===== config.mk =====
export PLATFORM = sky130hd
export DESIGN_NAME = elias_delta_bit_packer_top
export DESIGN_NICKNAME = d
export VERILOG_FILES = /design/src/rtl/edp_pkg.sv /design/src/rtl/elias_delta_bit_packer_top.sv /design/src/rtl/edp_front.sv /design/src/rtl/edp_queue.sv /design/src/rtl/edp_back.sv
export SDC_FILE = /design/constraint.sdc
export NUM_CORES = 1
export LEC_CHECK = 0
export ABC_AREA = 1
export BUFFER_PORTS_ARGS = -buffer_cell sky130_fd_sc_hd__buf_2
export CAP_MARGIN = 30
export CORE_MARGIN = 1.5
export CORE_UTILIZATION = 36
export DETAILED_ROUTE_END_ITERATION = 10
export PLACE_DENSITY = 0.62
export RECOVER_POWER = 50
export SLEW_MARGIN = 30
export SYNTH_ARGS = -nofsm -noshare
export SYNTH_HDL_FRONTEND = slang
export SYNTH_SLANG_ARGS = --single-unit

===== constraint.sdc =====
create_clock -name clk -period 9.68 [get_ports clk]
set_clock_uncertainty 0.2 [all_clocks]
set_input_delay 0.484 -clock clk [delete_from_list [all_inputs] [get_ports clk]]
set_output_delay 0.484 -clock clk [all_outputs]
set_load 0.02 [all_outputs]

===== src/rtl/edp_pkg.sv =====
// Shared types and constants for the Elias delta bit packer.
// Used by every module of the block; depends on nothing else.
package edp_pkg;

    // Fixed field widths of the request and result items.
    localparam int VALUE_W    = 32;
    localparam int COUNT_W    = 6;
    localparam int RES_WORD_W = 32;

    // The longest Elias delta code of a 32-bit value plus one is 42 bits.
    localparam int CODE_BITS  = 42;
    localparam int CODE_LEN_W = 6;

    // The raw command writes at most this many bits.
    localparam logic [COUNT_W-1:0] RAW_MAX_BITS = 6'd32;

    // Command codes. The last one is not used and is ignored by the block.
    localparam logic [1:0] CMD_ENCODE = 2'd0;
    localparam logic [1:0] CMD_RAW    = 2'd1;
    localparam logic [1:0] CMD_FLUSH  = 2'd2;
    localparam logic [1:0] CMD_UNUSED = 2'd3;

    // Kinds of work passed from the front end to the packer.
    localparam logic [1:0] KIND_BITS  = 2'd0;
    localparam logic [1:0] KIND_FLUSH = 2'd1;
    localparam logic [1:0] KIND_ERROR = 2'd2;

    // Work queue size.
    localparam int QUEUE_DEPTH = 4;
    localparam int QPTR_W      = $clog2(QUEUE_DEPTH);

    typedef struct packed {
        logic [1:0]         command;
        logic [VALUE_W-1:0] value;
        logic [COUNT_W-1:0] bit_count;
    } req_item_t;

    typedef struct packed {
        logic [RES_WORD_W-1:0] word;
        logic                  last;
        logic                  error;
    } res_item_t;

    // One unit of work: a right-aligned run of bits, a flush or an error.
    typedef struct packed {
        logic [1:0]            kind;
        logic [CODE_BITS-1:0]  code;
        logic [CODE_LEN_W-1:0] len;
    } work_t;

endpackage


===== src/rtl/elias_delta_bit_packer_top.sv =====
// Top level of the Elias delta bit packer.
// Depends on edp_pkg, edp_front, edp_queue and edp_back.

// The block packs a bit stream, first bit first, into WORD_BITS-bit words whose
// first bit lands in the most significant bit; the result word field carries
// the low 32 bits of a word. Each request is one of three commands: encode
// writes the Elias delta code of value plus one (at most 42 bits), raw writes
// the low bit_count bits of value (a count above 32 counts as 32, a count of
// zero writes nothing), and flush sends out the partial word padded with zeros
// and empties the store. A full word is held until further bits arrive or a
// flush comes, so a request yields zero, one or more results, and the last of
// them carries last. Encoding 4294967295 would overflow the code; it yields one
// result with error and last set and word zero, and leaves the store as it was.
// The front end classifies a request and builds its code in the cycle it is
// accepted and places it in a four-entry work queue; the packer behind the
// queue works on one unit of work at a time and sends at most one word per
// cycle into a result register, only while it is free. Raw requests with a
// zero count and the unused command never enter the queue; a flush of an
// empty store sends nothing. At the default word size the block sustains one
// request per cycle while results are not stalled, except where a code crosses
// two word boundaries and goes out as two words. Request stall rises only when
// the queue is full; a stalled result register holds the packer only when it
// has a word to send, and never blocks request acceptance directly.
module elias_delta_bit_packer_top
#(
    parameter int WORD_BITS = 32
)
(
    input  logic               clk,
    input  logic               rst_n,
    input  logic               cmd_valid,
    output logic               cmd_stall,
    input  edp_pkg::req_item_t cmd,
    output logic               res_valid,
    input  logic               res_stall,
    output edp_pkg::res_item_t res
);

    logic           push;
    edp_pkg::work_t push_work;
    logic           queue_full;
    logic           head_valid;
    edp_pkg::work_t head;
    logic           pop;

    edp_front u_front
    (
        .req_valid  (cmd_valid),
        .req        (cmd),
        .queue_full (queue_full),
        .req_stall  (cmd_stall),
        .push       (push),
        .work       (push_work)
    );

    edp_queue u_queue
    (
        .clk        (clk),
        .rst_n      (rst_n),
        .push       (push),
        .push_work  (push_work),
        .pop        (pop),
        .full       (queue_full),
        .head_valid (head_valid),
        .head       (head)
    );

    edp_back
    #(
        .WORD_BITS (WORD_BITS)
    )
    u_back
    (
        .clk        (clk),
        .rst_n      (rst_n),
        .head_valid (head_valid),
        .head       (head),
        .pop        (pop),
        .res_valid  (res_valid),
        .res_stall  (res_stall),
        .res        (res)
    );

endmodule


===== src/rtl/edp_front.sv =====
// Front end of the Elias delta bit packer: accepts requests and turns each
// into a run of code bits, a flush or an error. Depends on edp_pkg.
module edp_front
(
    input  logic              req_valid,
    input  edp_pkg::req_item_t req,
    input  logic              queue_full,
    output logic              req_stall,
    output logic              push,
    output edp_pkg::work_t    work
);

    logic [edp_pkg::VALUE_W-1:0]    n_val;
    logic [edp_pkg::CODE_LEN_W-1:0] nb;
    logic [2:0]                     lb;
    logic [edp_pkg::COUNT_W-1:0]    raw_cnt;
    logic [edp_pkg::VALUE_W-1:0]    raw_mask;
    logic                           overflow;
    logic                           drop;

    assign req_stall = queue_full;

    // Leading-one detection on value plus one, then on its bit length.
    always_comb
    begin
        n_val = req.value + 32'd1;
        nb    = '0;
        for (int i = 0; i < edp_pkg::VALUE_W; i++)
        begin
            if (n_val[i])
            begin
                nb = edp_pkg::CODE_LEN_W'(i + 1);
            end
        end
        lb = '0;
        for (int i = 0; i < edp_pkg::CODE_LEN_W; i++)
        begin
            if (nb[i])
            begin
                lb = 3'(i + 1);
            end
        end
    end

    always_comb
    begin
        raw_cnt  = (req.bit_count > edp_pkg::RAW_MAX_BITS) ? edp_pkg::RAW_MAX_BITS
                                                          : req.bit_count;
        raw_mask = ~({edp_pkg::VALUE_W{1'b1}} << raw_cnt);
        overflow = (req.value == {edp_pkg::VALUE_W{1'b1}});
        drop     = 1'b0;
        work     = '0;
        unique case (req.command)
            edp_pkg::CMD_ENCODE:
            begin
                if (overflow)
                begin
                    work.kind = edp_pkg::KIND_ERROR;
                end
                else
                begin
                    // The leading zeros are implied by the right-aligned length.
                    work.kind = edp_pkg::KIND_BITS;
                    work.code = (edp_pkg::CODE_BITS'(nb) << (nb - 6'd1))
                              | (edp_pkg::CODE_BITS'(n_val)
                                 & ~(edp_pkg::CODE_BITS'(1) << (nb - 6'd1)));
                    work.len  = edp_pkg::CODE_LEN_W'({lb - 3'd1, 1'b0}) + nb;
                end
            end
            edp_pkg::CMD_RAW:
            begin
                work.kind = edp_pkg::KIND_BITS;
                work.code = edp_pkg::CODE_BITS'(req.value & raw_mask);
                work.len  = raw_cnt;
                drop      = (raw_cnt == '0);
            end
            edp_pkg::CMD_FLUSH:
            begin
                work.kind = edp_pkg::KIND_FLUSH;
            end
            default:
            begin
                drop = 1'b1;
            end
        endcase
    end

    assign push = req_valid && !queue_full && !drop;

endmodule


===== src/rtl/edp_queue.sv =====
// Short work queue between the front end and the packer.
// Depends on edp_pkg.
module edp_queue
(
    input  logic           clk,
    input  logic           rst_n,
    input  logic           push,
    input  edp_pkg::work_t push_work,
    input  logic           pop,
    output logic           full,
    output logic           head_valid,
    output edp_pkg::work_t head
);

    edp_pkg::work_t                slot_reg [edp_pkg::QUEUE_DEPTH];
    logic [edp_pkg::QPTR_W-1:0]    wr_ptr_reg, wr_ptr_next;
    logic [edp_pkg::QPTR_W-1:0]    rd_ptr_reg, rd_ptr_next;
    logic [edp_pkg::QPTR_W:0]      fill_reg, fill_next;
    logic                          do_pop;

    assign full       = (fill_reg == (edp_pkg::QPTR_W + 1)'(edp_pkg::QUEUE_DEPTH));
    assign head_valid = (fill_reg != '0);
    assign head       = slot_reg[rd_ptr_reg];
    assign do_pop     = pop && head_valid;

    always_comb
    begin
        wr_ptr_next = push ? wr_ptr_reg + 1'b1 : wr_ptr_reg;
        rd_ptr_next = do_pop ? rd_ptr_reg + 1'b1 : rd_ptr_reg;
        fill_next   = fill_reg + (edp_pkg::QPTR_W + 1)'(push)
                    - (edp_pkg::QPTR_W + 1)'(do_pop);
    end

    always_ff @(posedge clk or negedge rst_n)
    begin
        if (!rst_n)
        begin
            wr_ptr_reg <= '0;
            rd_ptr_reg <= '0;
            fill_reg   <= '0;
        end
        else
        begin
            wr_ptr_reg <= wr_ptr_next;
            rd_ptr_reg <= rd_ptr_next;
            fill_reg   <= fill_next;
        end
    end

    always_ff @(posedge clk)
    begin
        if (push)
        begin
            slot_reg[wr_ptr_reg] <= push_work;
        end
    end

endmodule


===== src/rtl/edp_back.sv =====
// Packer of the Elias delta bit packer: appends work bits to the word store
// and emits completed words through a result register. Depends on edp_pkg.
module edp_back
#(
    parameter int WORD_BITS = 32
)
(
    input  logic              clk,
    input  logic              rst_n,
    input  logic              head_valid,
    input  edp_pkg::work_t    head,
    output logic              pop,
    output logic              res_valid,
    input  logic              res_stall,
    output edp_pkg::res_item_t res
);

    localparam int CNT_W = $clog2(WORD_BITS + 1);
    localparam int CW    = WORD_BITS + edp_pkg::CODE_BITS;
    localparam int SH_W  = $clog2(CW + 1);

    logic [WORD_BITS-1:0]              pending_reg, pending_next;
    logic [CNT_W-1:0]                  count_reg, count_next;
    logic                              resid_valid_reg, resid_valid_next;
    logic [edp_pkg::CODE_LEN_W-1:0]    resid_len_reg, resid_len_next;
    logic [edp_pkg::CODE_BITS-1:0]     resid_code_reg, resid_code_next;
    logic                              res_valid_reg, res_valid_next;
    edp_pkg::res_item_t                res_reg, res_next;

    logic [edp_pkg::CODE_LEN_W-1:0]    r_len;
    logic [edp_pkg::CODE_BITS-1:0]     code;
    logic [SH_W-1:0]                   room, total, rem;
    logic [edp_pkg::CODE_LEN_W-1:0]    rem_len;
    logic [edp_pkg::CODE_BITS-1:0]     code_rem;
    logic [CW-1:0]                     pend_ext, code_ext;
    logic [CW-1:0]                     fill_word, append_word, flush_word;
    logic                              out_free;

    always_comb
    begin
        r_len     = resid_valid_reg ? resid_len_reg : head.len;
        code      = resid_valid_reg ? resid_code_reg : head.code;
        room      = SH_W'(WORD_BITS) - SH_W'(count_reg);
        total     = SH_W'(count_reg) + SH_W'(r_len);
        rem       = SH_W'(r_len) - room;
        rem_len   = edp_pkg::CODE_LEN_W'(rem);
        code_rem  = code & ~({edp_pkg::CODE_BITS{1'b1}} << rem_len);
        pend_ext  = CW'(pending_reg);
        code_ext  = CW'(code);
        fill_word   = (pend_ext << room) | (code_ext >> rem);
        append_word = (pend_ext << r_len) | code_ext;
        flush_word  = pend_ext << room;
        out_free    = !res_valid_reg || !res_stall;
    end

    always_comb
    begin
        pop              = 1'b0;
        pending_next     = pending_reg;
        count_next       = count_reg;
        resid_valid_next = resid_valid_reg;
        resid_len_next   = resid_len_reg;
        resid_code_next  = resid_code_reg;
        res_valid_next   = res_valid_reg && res_stall;
        res_next         = res_reg;
        if (head_valid)
        begin
            unique case (head.kind)
                edp_pkg::KIND_BITS:
                begin
                    if (total > SH_W'(WORD_BITS))
                    begin
                        // The store fills and bits remain: a word goes out.
                        if (out_free)
                        begin
                            res_valid_next = 1'b1;
                            res_next.word  = edp_pkg::RES_WORD_W'(fill_word[WORD_BITS-1:0]);
                            res_next.error = 1'b0;
                            res_next.last  = (rem <= SH_W'(WORD_BITS));
                            if (rem <= SH_W'(WORD_BITS))
                            begin
                                pending_next     = WORD_BITS'(CW'(code_rem));
                                count_next       = CNT_W'(rem);
                                resid_valid_next = 1'b0;
                                pop              = 1'b1;
                            end
                            else
                            begin
                                pending_next     = '0;
                                count_next       = '0;
                                resid_valid_next = 1'b1;
                                resid_len_next   = rem_len;
                                resid_code_next  = code_rem;
                            end
                        end
                    end
                    else
                    begin
                        pending_next     = append_word[WORD_BITS-1:0];
                        count_next       = CNT_W'(total);
                        resid_valid_next = 1'b0;
                        pop              = 1'b1;
                    end
                end
                edp_pkg::KIND_FLUSH:
                begin
                    if (count_reg == '0)
                    begin
                        pop = 1'b1;
                    end
                    else if (out_free)
                    begin
                        res_valid_next = 1'b1;
                        res_next.word  = edp_pkg::RES_WORD_W'(flush_word[WORD_BITS-1:0]);
                        res_next.error = 1'b0;
                        res_next.last  = 1'b1;
                        pending_next   = '0;
                        count_next     = '0;
                        pop            = 1'b1;
                    end
                end
                edp_pkg::KIND_ERROR:
                begin
                    if (out_free)
                    begin
                        res_valid_next = 1'b1;
                        res_next.word  = '0;
                        res_next.error = 1'b1;
                        res_next.last  = 1'b1;
                        pop            = 1'b1;
                    end
                end
                default:
                begin
                    pop = 1'b1;
                end
            endcase
        end
    end

    always_ff @(posedge clk or negedge rst_n)
    begin
        if (!rst_n)
        begin
            pending_reg     <= '0;
            count_reg       <= '0;
            resid_valid_reg <= 1'b0;
            res_valid_reg   <= 1'b0;
        end
        else
        begin
            pending_reg     <= pending_next;
            count_reg       <= count_next;
            resid_valid_reg <= resid_valid_next;
            res_valid_reg   <= res_valid_next;
        end
    end

    always_ff @(posedge clk)
    begin
        resid_len_reg  <= resid_len_next;
        resid_code_reg <= resid_code_next;
        res_reg        <= res_next;
    end

    assign res_valid = res_valid_reg;
    assign res       = res_reg;

endmodule


==> results.sh <==
export IMPL_status="finished with violations"
export IMPL_violations="capacitance limit, slew limit"
export IMPL_grt_max_degree=71
export IMPL_track_usage_pct=24.70
export IMPL_cp_num_buf_inv=6
export IMPL_post_cts_buffers=0
export IMPL_worstHoldPathCells=2
export IMPL_cts_root_buf="clkbuf_16"
export IMPL_grt_overflow=0
export IMPL_start_kind="flop"
export IMPL_postCtsHoldBufs=1
export IMPL_arrival_ns=8.06
export IMPL_async_reset_ff_share_pct=14.29
export IMPL_finalSetupViolCount=0
export IMPL_die_x_um=251.5
export IMPL_hold_path_class="in -> reg"
export IMPL_antennaDiodeCount=0
export IMPL_grt_pass1_wl_mm=119.3
export IMPL_avgViaCountPerCell=5.664
export IMPL_worstSetupEndpointType="flop"
export IMPL_drive_gt1_share_pct=7.187
export IMPL_routed_via_count=21060
export IMPL_seq_area_frac_synth_pct=43.38
export IMPL_slew_violations=377
export IMPL_min_period_over_period_pct=81.01
export IMPL_rsz0062_at_grt="no"
export IMPL_n_fill_cell=6263
export IMPL_path_delay_family="buffers and inverters"
export IMPL_synth_top_area_share_pct=38.09
export IMPL_grt_pass1_vias=19150
export IMPL_synth_cell_types=60
export IMPL_drv_cap=8
export IMPL_die_h_um=251.5
export IMPL_multi_input_area_sq_mm=0.01096
export IMPL_clk_pin_slew_ns=0.06
export IMPL_whs_ns=0.1354
export IMPL_port_buffers=79
export IMPL_reg2reg_depth=18
export IMPL_htree_levels=2
export IMPL_synth_top_cell_by_area="edfxtp_1"
export IMPL_drc_errors=0
export IMPL_top_usage_layer="met2"
export IMPL_syn_inst=2891
export IMPL_gr_usage_met3_pct=3.982
export IMPL_use_met1_pct=34.11
export IMPL_slowest_delay_ns=1.21
export IMPL_drtAntennaViolNets=0
export IMPL_antenna_found_initial=1
export IMPL_avgSynthCellArea_sq_um=7.691
export IMPL_fin_crit_ns=7.842
export IMPL_synth_edf_count=282
export IMPL_post_cts_resized=0
export IMPL_clk_path_buf_depth=3
export IMPL_cp_slowest_cell="inv_1"
export IMPL_finalHoldViolations=0
export IMPL_gr_usage_met2_pct=38.33
export IMPL_num_rows=90
export IMPL_largest_reg_flops=200
export IMPL_syn2layout_area_growth_pct=11.53
export IMPL_clk_latency_ns=0.57
export IMPL_yosys_top_cells_area="edfxtp_1 (38%), nand2_1 (12%), o21ai_0 (9.5%), dfrtp_1 (5.3%), inv_1 (4.7%)"
export IMPL_synthFlopType="edfxtp_1"
export IMPL_fmax_mhz=127.5
export IMPL_timing_worst_setup_path_type="reg -> reg"
export IMPL_tns_ns=0
export IMPL_critPathMaxFanout=65
export IMPL_cp_depth=18
export IMPL_dpl_hpwl_mm=59.71
export IMPL_wl_per_cell_um=21.53
export IMPL_cts_tree="done"
export IMPL_drt_iter0_drc=3063
export IMPL_cts_sinks=329
export IMPL_initial_core_util_pct=36.63
export IMPL_critical_path_cell_chain="inv_1 -> o21ai_0 -> o22ai_1 -> nand2_1 -> nand2_2 -> buf_4 -> inv_1 -> ha_1 -> fa_1 -> xnor2_2 -> buf_4 -> inv_1 -> clkbuf_1 -> o21ai_0 -> nor2_1 -> a21oi_1 -> o21ai_0 -> o22ai_1"
export IMPL_worst_pin_slew_ns=3.418
export IMPL_synth_area_sq_mm=0.02223
export IMPL_required_ns=9.89
export IMPL_fin_nets=2989
export IMPL_synth_warnings=0
export IMPL_drt_wl_total_mm=80.03
export IMPL_gp_congestion=1.014
export IMPL_core_area_sq_mm=0.06070
export IMPL_io_pins=80
export IMPL_seqCellArea_sq_mm=0.009644
export IMPL_dr_pass1_iters=6
export IMPL_cts_buffers=38
export IMPL_slew_headroom_pct=-127.9
export IMPL_die_area_sq_mm=0.06326
export IMPL_synth_seq_cells=329
## cells by family after synthesis
| group | count (synthesis) | share of synthesized area (%) |
|---|---|---|
| compound gates | 774 | 20.08 |
| xor+xnor | 46 | 2.048 |
| fa+ha+maj | 39 | 2.330 |
| buf+inv | 456 | 7.884 |
| flops | 329 | 43.38 |
| mux | 33 | 1.486 |
| other cells | 1 | 0.01687 |
| simple gates | 1213 | 22.78 |
## placed cells by master (no fill, tap or decap), types with 43 or more instances in the layout
cell	count
nor2_1	242
o22ai_1	51
nand2_1	741
dfrtp_1	47
buf_4	43
o21ai_0	423
inv_1	276
edfxtp_1	282
nand3_1	123
clkbuf_1	52
a21oi_1	108
## Yosys cell counts (all sizes together), types with 5 or more instances
cell and count:
nand2 754, o21ai 446, inv 283, edfxtp 282, nor2 255, clkbuf 136
nand3 128, a21oi 109, o22ai 51, dfrtp 47, o221ai 40, ha 35
xor2 35, mux2i 33, o211ai 33, buf 32, nand4 28, nor3 28
o2111ai 16, a31oi 14, a211oi 12, or2 11, xnor2 11, a22oi 9
o32ai 9, o31ai 8, a32o 7, nor4 7, clkinv 5
## stage by stage
step / setup WS [ns] / utilization (%) / instance area, sq um / instances
2_1_floorplan: 1.707 / - / 22280 / 2902
3_3_place_gp: 3.321 / 38.67 / 23470 / 3646
3_5_place_dp: 3.154 / 38.68 / 23480 / 3646
4_1_cts: 3.100 / 41.03 / 24900 / 3717
5_1_grt: 1.414 / 40.86 / 24800 / 3718
6_report: 1.838 / 40.86 / 24800 / 3718
## layer usage
layer	share of wire [%]	wire length (um)	up-vias
met5	0	0	-
met4	4.5	3631	0
met3	7.9	6305	180
met2	44	35330	991
met1	43	34770	9917
li1	-	-	9972
## path summary, 6_finish.rpt
kind	endpoint	from	slack, ns
max	u_back.pending_reg[2]	u_queue.rd_ptr_reg[0]	1.84
max reg2reg	u_back.pending_reg[2]	u_queue.rd_ptr_reg[0]	1.84
min in group asynchronous	u_back.count_reg[0]	rst_n	1.45
max in group asynchronous	u_queue.rd_ptr_reg[1]	rst_n	5.97
min	u_queue.slot_reg[3][48]	cmd[38]	0.14
min reg2reg	u_back.pending_reg[31]	u_back.pending_reg[31]	0.34
## layout make-up
| type | instances | area share (%) |
|---|---|---|
| clock buffers | 45 | 4.107 |
| clock inverters | 25 | 1.599 |
| inverters | 288 | 4.380 |
| multi-input cells | 2117 | 44.20 |
| flip-flops and latches | 329 | 38.89 |
| well taps | 782 | 3.946 |
| repair buffers | 132 | 2.876 |
Power is not shown: default switching activity piles up to over one toggle a cycle in this logic, so the estimate is an artifact.
